### config.mk
export PLATFORM = sky130hd
export DESIGN_NAME = stream_duplicate_filter
export DESIGN_NICKNAME = d
export VERILOG_FILES = /design/src/design/sdf_pkg.sv /design/src/design/stream_duplicate_filter.sv /design/src/design/sdf_ram.sv /design/src/design/sdf_datapath.sv /design/src/design/sdf_ctrl.sv
export SDC_FILE = /design/constraint.sdc
export NUM_CORES = 2
export LEC_CHECK = 0
export BUFFER_PORTS_ARGS = -buffer_cell sky130_fd_sc_hd__buf_2
export CAP_MARGIN = 20
export CORE_MARGIN = 2
export CORE_UTILIZATION = 50
export CTS_CLUSTER_SIZE = 24
export DETAILED_ROUTE_END_ITERATION = 10
export PLACE_DENSITY = 0.67
export SYNTH_ARGS = -nofsm -noshare
export SYNTH_HDL_FRONTEND = slang
export SYNTH_SLANG_ARGS = --single-unit
### constraint.sdc
create_clock -name clock -period 6.7 [get_ports clock]
set_input_delay 1.34 -clock clock [delete_from_list [all_inputs] [get_ports clock]]
set_output_delay 1.34 -clock clock [all_outputs]
set_load 0.005 [all_outputs]
### src/design/sdf_pkg.sv
// shared types and constants for the stream duplicate filter
`timescale 1ns / 1ps

package sdf_pkg;

   localparam int DATA_W  = 32;
   localparam int COUNT_W = 7;

   // input beat
   typedef struct packed {
      logic signed [DATA_W-1:0] value;
      logic                     last;
   } sdf_req_type;

   // result beat
   typedef struct packed {
      logic signed [DATA_W-1:0] value_out;
      logic                     keep;
      logic [COUNT_W-1:0]       distinct_count;
      logic                     set_end;
      logic                     overflow;
   } sdf_rsp_type;

   // controller to datapath
   typedef struct packed {
      logic load;
      logic scan;
      logic commit;
   } sdf_cmd_type;

   // datapath to controller
   typedef struct packed {
      logic scan_done;
      logic out_free;
   } sdf_sts_type;

   typedef enum logic [1:0] {
      ST_IDLE,
      ST_SCAN,
      ST_DONE
   } sdf_state_type;

endpackage

### src/design/stream_duplicate_filter.sv
// Stream duplicate filter: flags first occurrences of values within a set.
// Each input beat carries one signed value and a last-of-set mark. The value is
// compared against the distinct values already held for the set, one stored
// entry per cycle through the single read port of the store. The store holds
// at most DEPTH distinct values of the set; the scan reads the ones stored so
// far and stops early at the first match. A new value is
// written to the store and reported with keep set; a repeat has keep clear.
// When the store already holds DEPTH values, a new value is not stored and is
// reported with overflow set. distinct_count gives the stored count after this
// beat, modulo 128. The store empties after the beat marked last. The next
// input beat is taken while a finished result still waits on the output.
`timescale 1ns / 1ps

module stream_duplicate_filter import sdf_pkg::*; #(
   parameter int DEPTH = 64
) (
   input  logic        clock,
   input  logic        reset,
   input  logic        req_valid,
   output logic        req_ready,
   input  sdf_req_type req_data,
   output logic        rsp_valid,
   input  logic        rsp_ready,
   output sdf_rsp_type rsp_data
);

   sdf_cmd_type cmd;
   sdf_sts_type sts;

   // controller
   sdf_ctrl u_ctrl (
      .clock     (clock),
      .reset     (reset),
      .req_valid (req_valid),
      .req_ready (req_ready),
      .sts       (sts),
      .cmd       (cmd)
   );

   // datapath
   sdf_datapath #(
      .DEPTH (DEPTH)
   ) u_datapath (
      .clock     (clock),
      .reset     (reset),
      .cmd       (cmd),
      .req_data  (req_data),
      .rsp_ready (rsp_ready),
      .rsp_valid (rsp_valid),
      .rsp_data  (rsp_data),
      .sts       (sts)
   );

`ifndef SYNTHESIS
   // a result is only committed into a free output register
   a_commit_free: assert property (@(posedge clock) disable iff (reset)
      cmd.commit |-> sts.out_free)
      else $error("commit while output register occupied");

   // at most one command at a time
   a_cmd_onehot: assert property (@(posedge clock) disable iff (reset)
      $onehot0({cmd.load, cmd.scan, cmd.commit}))
      else $error("conflicting controller commands");

   // one item in flight: no new beat straight after an accepted one
   a_one_in_flight: assert property (@(posedge clock) disable iff (reset)
      (req_valid && req_ready) |=> !req_ready)
      else $error("input taken while an item is in progress");

   // a commit always presents a result beat
   a_commit_shows: assert property (@(posedge clock) disable iff (reset)
      cmd.commit |=> rsp_valid)
      else $error("committed result not presented");
`endif

endmodule

### src/design/sdf_ram.sv
// generic single write port, single read port ram with registered read
`timescale 1ns / 1ps

module sdf_ram #(
   parameter int WIDTH = 32,
   parameter int DEPTH = 64
) (
   input  logic                     clock,
   input  logic                     wr_en,
   input  logic [$clog2(DEPTH)-1:0] wr_addr,
   input  logic [WIDTH-1:0]         wr_data,
   input  logic                     rd_en,
   input  logic [$clog2(DEPTH)-1:0] rd_addr,
   output logic [WIDTH-1:0]         rd_data
);

   logic [WIDTH-1:0] mem_ff [DEPTH];
   logic [WIDTH-1:0] rd_data_ff;

   // write port
   always_ff @(posedge clock) begin
      if (wr_en) begin
         mem_ff[wr_addr] <= wr_data;
      end
   end

   // registered read port
   always_ff @(posedge clock) begin
      if (rd_en) begin
         rd_data_ff <= mem_ff[rd_addr];
      end
   end

   assign rd_data = rd_data_ff;

endmodule

### src/design/sdf_datapath.sv
// datapath: store scan, compare, count and result register
`timescale 1ns / 1ps

module sdf_datapath import sdf_pkg::*; #(
   parameter int DEPTH = 64
) (
   input  logic        clock,
   input  logic        reset,
   input  sdf_cmd_type cmd,
   input  sdf_req_type req_data,
   input  logic        rsp_ready,
   output logic        rsp_valid,
   output sdf_rsp_type rsp_data,
   output sdf_sts_type sts
);

   localparam int AW = $clog2(DEPTH);
   localparam int CW = $clog2(DEPTH + 1);
   localparam logic [CW-1:0] FULL_COUNT = CW'(DEPTH);

   sdf_req_type    item_ff, item_in;
   logic [CW-1:0]  count_ff, count_in;
   logic [CW-1:0]  issue_idx_ff, issue_idx_in;
   logic           cmp_valid_ff, cmp_valid_in;
   logic           hit_ff, hit_in;
   logic           rsp_valid_ff, rsp_valid_in;
   sdf_rsp_type    rsp_data_ff, rsp_data_in;

   logic              issue_go;
   logic              hit_now;
   logic              is_new;
   logic              full;
   logic              wr_en;
   logic [CW-1:0]     count_after;
   logic [DATA_W-1:0] rd_data;

   sdf_ram #(
      .WIDTH (DATA_W),
      .DEPTH (DEPTH)
   ) u_store (
      .clock   (clock),
      .wr_en   (wr_en),
      .wr_addr (count_ff[AW-1:0]),
      .wr_data (item_ff.value),
      .rd_en   (issue_go),
      .rd_addr (issue_idx_ff[AW-1:0]),
      .rd_data (rd_data)
   );

   // scan: one read issued per cycle, compared when the registered read data returns
   always_comb begin
      issue_go     = cmd.scan && (issue_idx_ff != count_ff);
      hit_now      = cmp_valid_ff && (rd_data == item_ff.value);
      cmp_valid_in = issue_go;
      if (cmd.load) begin
         issue_idx_in = '0;
      end else if (issue_go) begin
         issue_idx_in = issue_idx_ff + CW'(1);
      end else begin
         issue_idx_in = issue_idx_ff;
      end
      hit_in = cmd.load ? 1'b0 : (hit_ff | hit_now);
   end

   // decision, store write and count update
   always_comb begin
      is_new      = !hit_ff;
      full        = (count_ff == FULL_COUNT);
      wr_en       = cmd.commit && is_new && !full;
      count_after = wr_en ? (count_ff + CW'(1)) : count_ff;
      if (cmd.commit) begin
         count_in = item_ff.last ? '0 : count_after;
      end else begin
         count_in = count_ff;
      end
      item_in = cmd.load ? req_data : item_ff;
   end

   // result register
   always_comb begin
      sts.out_free  = !rsp_valid_ff || rsp_ready;
      sts.scan_done = hit_now || ((issue_idx_ff == count_ff) && !cmp_valid_ff);
      if (cmd.commit) begin
         rsp_valid_in = 1'b1;
      end else if (rsp_ready) begin
         rsp_valid_in = 1'b0;
      end else begin
         rsp_valid_in = rsp_valid_ff;
      end
      rsp_data_in = rsp_data_ff;
      if (cmd.commit) begin
         rsp_data_in.value_out      = item_ff.value;
         rsp_data_in.keep           = is_new && !full;
         rsp_data_in.distinct_count = COUNT_W'(count_after);
         rsp_data_in.set_end        = item_ff.last;
         rsp_data_in.overflow       = is_new && full;
      end
   end

   // control registers
   always_ff @(posedge clock) begin
      if (reset) begin
         count_ff     <= '0;
         issue_idx_ff <= '0;
         cmp_valid_ff <= 1'b0;
         hit_ff       <= 1'b0;
         rsp_valid_ff <= 1'b0;
      end else begin
         count_ff     <= count_in;
         issue_idx_ff <= issue_idx_in;
         cmp_valid_ff <= cmp_valid_in;
         hit_ff       <= hit_in;
         rsp_valid_ff <= rsp_valid_in;
      end
   end

   // payload registers
   always_ff @(posedge clock) begin
      item_ff     <= item_in;
      rsp_data_ff <= rsp_data_in;
   end

   assign rsp_valid = rsp_valid_ff;
   assign rsp_data  = rsp_data_ff;

endmodule

### src/design/sdf_ctrl.sv
// controller state machine: accept, scan, commit
`timescale 1ns / 1ps

module sdf_ctrl import sdf_pkg::*; (
   input  logic        clock,
   input  logic        reset,
   input  logic        req_valid,
   output logic        req_ready,
   input  sdf_sts_type sts,
   output sdf_cmd_type cmd
);

   sdf_state_type state_ff, state_in;

   // state register
   always_ff @(posedge clock) begin
      if (reset) begin
         state_ff <= ST_IDLE;
      end else begin
         state_ff <= state_in;
      end
   end

   // next state and commands
   always_comb begin
      state_in   = state_ff;
      req_ready  = 1'b0;
      cmd.load   = 1'b0;
      cmd.scan   = 1'b0;
      cmd.commit = 1'b0;
      case (state_ff)
         ST_IDLE: begin
            req_ready = 1'b1;
            if (req_valid) begin
               cmd.load = 1'b1;
               state_in = ST_SCAN;
            end
         end
         ST_SCAN: begin
            cmd.scan = 1'b1;
            if (sts.scan_done) begin
               state_in = ST_DONE;
            end
         end
         ST_DONE: begin
            if (sts.out_free) begin
               cmd.commit = 1'b1;
               state_in   = ST_IDLE;
            end
         end
         default: begin
            state_in = ST_IDLE;
         end
      endcase
   end

endmodule
Yosys cells after proc, flatten, opt, wreduce, memory -nomap -nowiden
Memory sizes are Yosys's and may differ from the RTL's. A register that Yosys moved wholly into a read port is not among the register bits.
Cells that the tools add are included.
- register bits after elaboration: 94
- bits in latches: 0
- RAM bits: 2048
- bits in read-only memories: 0
- bits of input ports: 37
- output and inout port bits: 44
- logic and storage cells: 59
- memories kept: 1
- $add $sub $neg: 2
- multiply operators: 0
- divide/modulo/power cells: 0
- magnitude comparators: 0
- equal/unequal tests: 9
- shifts and indexed selects: 0
- muxes and demuxes: 16
- bitwise logic cells: 1
- reductions and logical operators: 17
- memory list (memory ; words ; bits a word ; rd ports ; clocked after memory_dff ; write ports ; line ; text):
    u_datapath.u_store.mem_ff ; 64 ; 32 ; 1 ; 1 ; 1 ; sdf_ram.sv:17 ; logic [WIDTH-1:0] mem_ff [DEPTH];
- operators by type and width (cell ; number):
    32-bit == test ; 1
    7-bit by 1-bit adder with 7-bit output (second input constant) ; 2
    7-bit two-way mux ; 2
    1-bit two-way mux ; 10
    7-bit == test ; 1
    7-bit == test (second input constant) ; 1
    1-bit logical AND ; 7
    7-bit != test ; 1
    2-bit two-way mux ; 3
    2-bit != test (second input constant) ; 3
    2-bit case mux with 3 select lines ; 1
    1-bit logical NOT ; 4
    3-bit AND reduction ; 1
    2-bit by 1-bit == test with 1-bit output (second input constant) ; 1
    2-bit == test (second input constant) ; 1
    2-bit logical NOT ; 1
    1-bit logical OR ; 2
    2-bit nonzero test ; 1
    2-bit OR reduction ; 1
    1-bit OR ; 1

Longest topological paths before layout
- depth after elaboration: 8
- gate-level depth with buffers: 11
- gate-level depth less buffers: 8

Modules after synthesis
A second synthesis with hierarchy kept.
- cell total of the unflattened synthesis: 3586
- area, all modules: 82613.0 um2
- modules (own cells, without submodules) (module ; times used ; cells an instance ; area an instance (um2) ; sequential area each (um2)):
    sdf_ram ; 1 ; 3324 ; 78835.6 ; 62459.9
    sdf_datapath ; 1 ; 250 ; 3672.3 ; 2592.5
    sdf_ctrl ; 1 ; 12 ; 105.1 ; 40.0

Worst setup path before layout
Ideal clock, no wire load.
- path type: input port to flip-flop
- start point: input port req_valid
- end point: register u_datapath.hit_ff
- library setup time: 0.124 ns
- arrival: 4.322 ns
- data required time: 6.576 ns
- slack: 2.253 ns
- stages: 5
- buffers on the path: 1
- cells stage by stage: inv_1 nor3_1 or2_2 clkbuf_1 nor2_1
- RTL lines (element ; line ; text):
    start, declared ; stream_duplicate_filter.sv:19 ; input logic req_valid,
    end signal, assigned ; sdf_datapath.sv:112 ; hit_ff <= hit_in;
    end, declared ; sdf_datapath.sv:25 ; logic hit_ff, hit_in;

Worst setup path in the final report
- start point: register u_datapath.count_ff[3]
- end point: memory u_datapath.u_store.mem_ff[18][22] (enable)
- word-level cells in the longest chain between the ends: 5
- RTL lines (element ; line ; text):
    start, declared ; sdf_datapath.sv:22 ; logic [CW-1:0] count_ff, count_in;
    start signal, assigned ; sdf_datapath.sv:109 ; count_ff <= count_in;
    7-bit == test ; sdf_datapath.sv:68 ; full = (count_ff == FULL_COUNT);
    1-bit logical NOT ; sdf_datapath.sv:69 ; wr_en = cmd.commit && is_new && !full;
    1-bit logical AND ; sdf_datapath.sv:69 ;
    1-bit two-way mux ; sdf_ram.sv:22 ; if (wr_en) begin
    1-bit two-way mux (not written as such) ; sdf_ram.sv:23 ; mem_ff[wr_addr] <= wr_data;
    end, declared ; sdf_ram.sv:17 ;
Several ways; a longest one is shown, not always the timed one.

==> flow_metrics.py <==
metrics = {
    "worst_setup_path": {
        "worst_path_dominant_cell_family": "simple AND/OR/NAND/NOR gates",
        "critPathRequiredTime_ps": 7110,
        "crit_path_end_kind": "flop",
        "critPathSlowestCell": "nor2_4",
        "worst-endpoint-arrival_ps": 4470,
        "cp_slowest_stage_delay_ps": 830,
        "critPathMaxFanout": 32,
        "crit_type": "reg2reg",
        "crit_buf_inv": 1,
        "cp-start-kind": "flop",
        "crit_path_cell_trace": "or3_1 -> nor2_1 -> nor4_1 -> nand2_1 -> buf_4 -> nor2_4",
    },
    "placed_design": {
        "place.gp.congestion": 0.940,
        "pre_cts_slack_ps": 1930,
        "dp.final_hpwl_mm": 126,
        "post-place-cells": 5958,
        "io_buffers": 80,
    },
    "hold_path": {
        "min_path_type": "reg2reg",
    },
    "floorplanning": {
        "design.core.area_sq_um": 165000,
        "die_width_um": 411,
        "num_rows": 149,
        "ioPinCount": 81,
        "dieArea_sq_um": 169000,
        "die_y_um": 411,
        "start_util": 0.503,
    },
    "logic_synthesis": {
        "synth_area_sq_um": 83000,
        "synth-seq-cells": 2174,
        "async_reset_ff_frac": 0,
        "synth_fp_nets": 3797,
        "yosysMostFrequentCell": "edfxtp_1",
        "synth.top_cells.by_count": "2155 x edfxtp_1, 511 x mux4_2, 201 x nand2_1",
        "seq_area_frac_synth": 0.785,
        "synth_cells": 3757,
        "ys_types": 56,
        "synth_flop_cell": "edfxtp_1",
        "synth.avg_cell_area_sq_um": 22.1,
        "netlist_top_cells_area": "edfxtp_1 78%, mux4_2 14%, mux2i_1 1.5%",
        "yosysTopAreaCellShare": 0.780,
        "synth_edf_count": 2155,
        "yosys_warnings": 0,
        "synth_top_area_cell": "edfxtp_1",
    },
    "timing": {
        "rsz0062_at_grt": "no",
        "period_minus_slack_ps": 4060,
        "clock_skew_ps": 68.8,
        "tightest_slew_ps": 1210,
        "hold_violations": 0,
        "maxSlewViolCount": 0,
        "timing.final.crit_share": 0.606,
        "worst_slack_ps": 2640,
        "setup-violations-final": 0,
        "clock.fmax_mhz": 246,
        "maxSlewHeadroom": 0.190,
        "finalSetupTns_ps": 0,
        "timing.hold.ws_ps": 565,
    },
    "clock_network": {
        "clock_latency_ps": 860,
        "cts_hold_buf": 0,
        "clockRootBuffer": "clkbuf_16",
        "cts.clk_slew.worst_paths_ps": 60,
        "cts_resized": 0,
        "clockBufferDepth": 3,
        "clock-sinks": 2174,
        "postCtsSetupBuffers": 0,
        "cts_max_level": 4,
        "numCtsBuffers": 210,
        "cts_tree": "yes",
    },
    "drt": {
        "drt_iter0_drc": 6448,
        "finalWirelength_mm": 213,
        "antenna_left": 0,
        "first_pass_iters": 6,
        "vias": 40536,
        "vias_per_cell": 6.35,
        "wire_per_inst_um": 33.4,
        "drc": 0,
    },
    "power_and_ir_drop": {
        "power.switching_uw": 5610,
        "swShare": 0.206,
        "p_int_uw": 21700,
        "pwr_density_cell_nw_per_um2": 290,
        "leakagePower_uw": 0.0285,
        "fin_total_pwr_uw": 27300,
        "p_comb_frac": 0.021,
        "ir_worst_vdd_mv": 0.241,
        "power.share.clock": 0.426,
        "seqPwrFrac": 0.552,
    },
    "global_routing": {
        "grt_pass1_vias": 39403,
        "grt.overflow.total": 0,
        "antenna_found_initial": 16,
        "grt_use_total": 0.253,
        "grt_max_degree": 110,
        "grt_pass1_wl_mm": 300,
    },
    "run_status": {
        "status": "finished clean",
    },
    "job": {
        "maxCapViolCount": 0,
    },
    "cells_and_area": {
        "area_growth_pct": 13.5,
        "stdcell_count": 6382,
        "nNetsFinal": 4048,
        "final_layout_size_suffix_gt1_frac": 0.271,
    },
}
path summary, 6_finish.rpt:
| path | cells after the start | endpoint | slack, ps | startpoint |
|---|---|---|---|---|
| max | 6 | u_datapath.u_store.mem_ff[18][22]$_DFFE_PP_ | 2640 | u_datapath.count_ff[3]$_SDFFE_PP0N_ |
| min | 1 | u_ctrl.state_ff[0]$_SDFFE_PP0P_ | 560 | u_ctrl.state_ff[1]$_SDFFE_PP0P_ |
| max reg2reg | 6 | u_datapath.u_store.mem_ff[18][22]$_DFFE_PP_ | 2640 | u_datapath.count_ff[3]$_SDFFE_PP0N_ |
| min reg2reg | 1 | u_ctrl.state_ff[0]$_SDFFE_PP0P_ | 560 | u_ctrl.state_ff[1]$_SDFFE_PP0P_ |
layout by cell type, fill, tap and decap left out, types with 8 or more instances in the layout:
cell       instances
diode_2           10
o22ai_1           26
nor4_1            11
clkinv_2          40
nand2b_1           8
a221oi_1          12
nor2_1            46
buf_4            109
a21oi_1           45
a2111oi_0         10
bufinv_16         17
xor2_1            44
mux4_2           511
dfxtp_1           13
a22oi_1           39
and3_1            11
o21ai_0           42
nor2b_1            8
clkbuf_1          48
buf_2             80
mux2i_1          121
buf_12            37
nand3_1           53
a32oi_1           11
clkbuf_16        210
clkinv_1          44
nor2_4            64
nor3_1            15
nand2_1          201
edfxtp_1        2155
a31oi_1           20
sequential cells by signal (all words and copies together) (netlist names):
register and count:
u_datapath.cmp_valid_ff 1, u_ctrl.state_ff 2, u_datapath.rsp_data 42, u_datapath.u_store.rd_data 32
u_datapath.u_store.mem_ff 2048, u_datapath.hit_ff 1, u_datapath.count_ff 7, u_datapath.rsp_valid 1
u_datapath.item_ff 33, u_datapath.issue_idx_ff 7
final cells by class:
cell class | count | area, sq um
clock inverters | 122 | 1260
well taps | 2189 | 2740
repair buffers | 234 | 2160
flip-flops and latches | 2174 | 65100
clock buffers | 265 | 5530
fillers | 11793 | 70600
multi-input cells | 1379 | 17300
diodes | 10 | 25.0
inverters | 9 | 38.8
kinds of logic (layout without fill, tap and decap cells):
family          count (synthesis)  count (layout)  synth area share
other cells                     0              10                 0
buf+inv                       204             630            0.0128
mux                           637             637             0.154
simple gates                  447             447            0.0235
flops                        2174            2174             0.785
xor+xnor                       51              51           0.00538
compound gates                241             241            0.0192
fa+ha+maj                       3               3          0.000453
stage by stage:
| step | cell area [sq um] | utilization |
|---|---|---|
| global route | 94200 | 0.571 |
| detailed placement | 86800 | 0.527 |
| finish | 94200 | 0.571 |
| global placement | 86700 | 0.526 |
| floorplan | 83000 | - |
| CTS | 93600 | 0.568 |
metal layers:
layer	track usage	vias to the layer above	share of wire
li1	-	16257	-
met1	0.373	21573	0.40
met2	0.373	2393	0.45
met3	0.0683	311	0.12
met4	0.0782	2	0.032
met5	0	-	0.00071
power groups by stage:
stage	clock network (uW)	registers, uW	logic (uW)
finish	11600	15100	578
CTS	11800	15100	577
floorplan	0	15500	103
global route	12300	15100	604
global placement	0	15400	555
detailed placement	0	15400	578
Power figures use the tool's default switching activity.
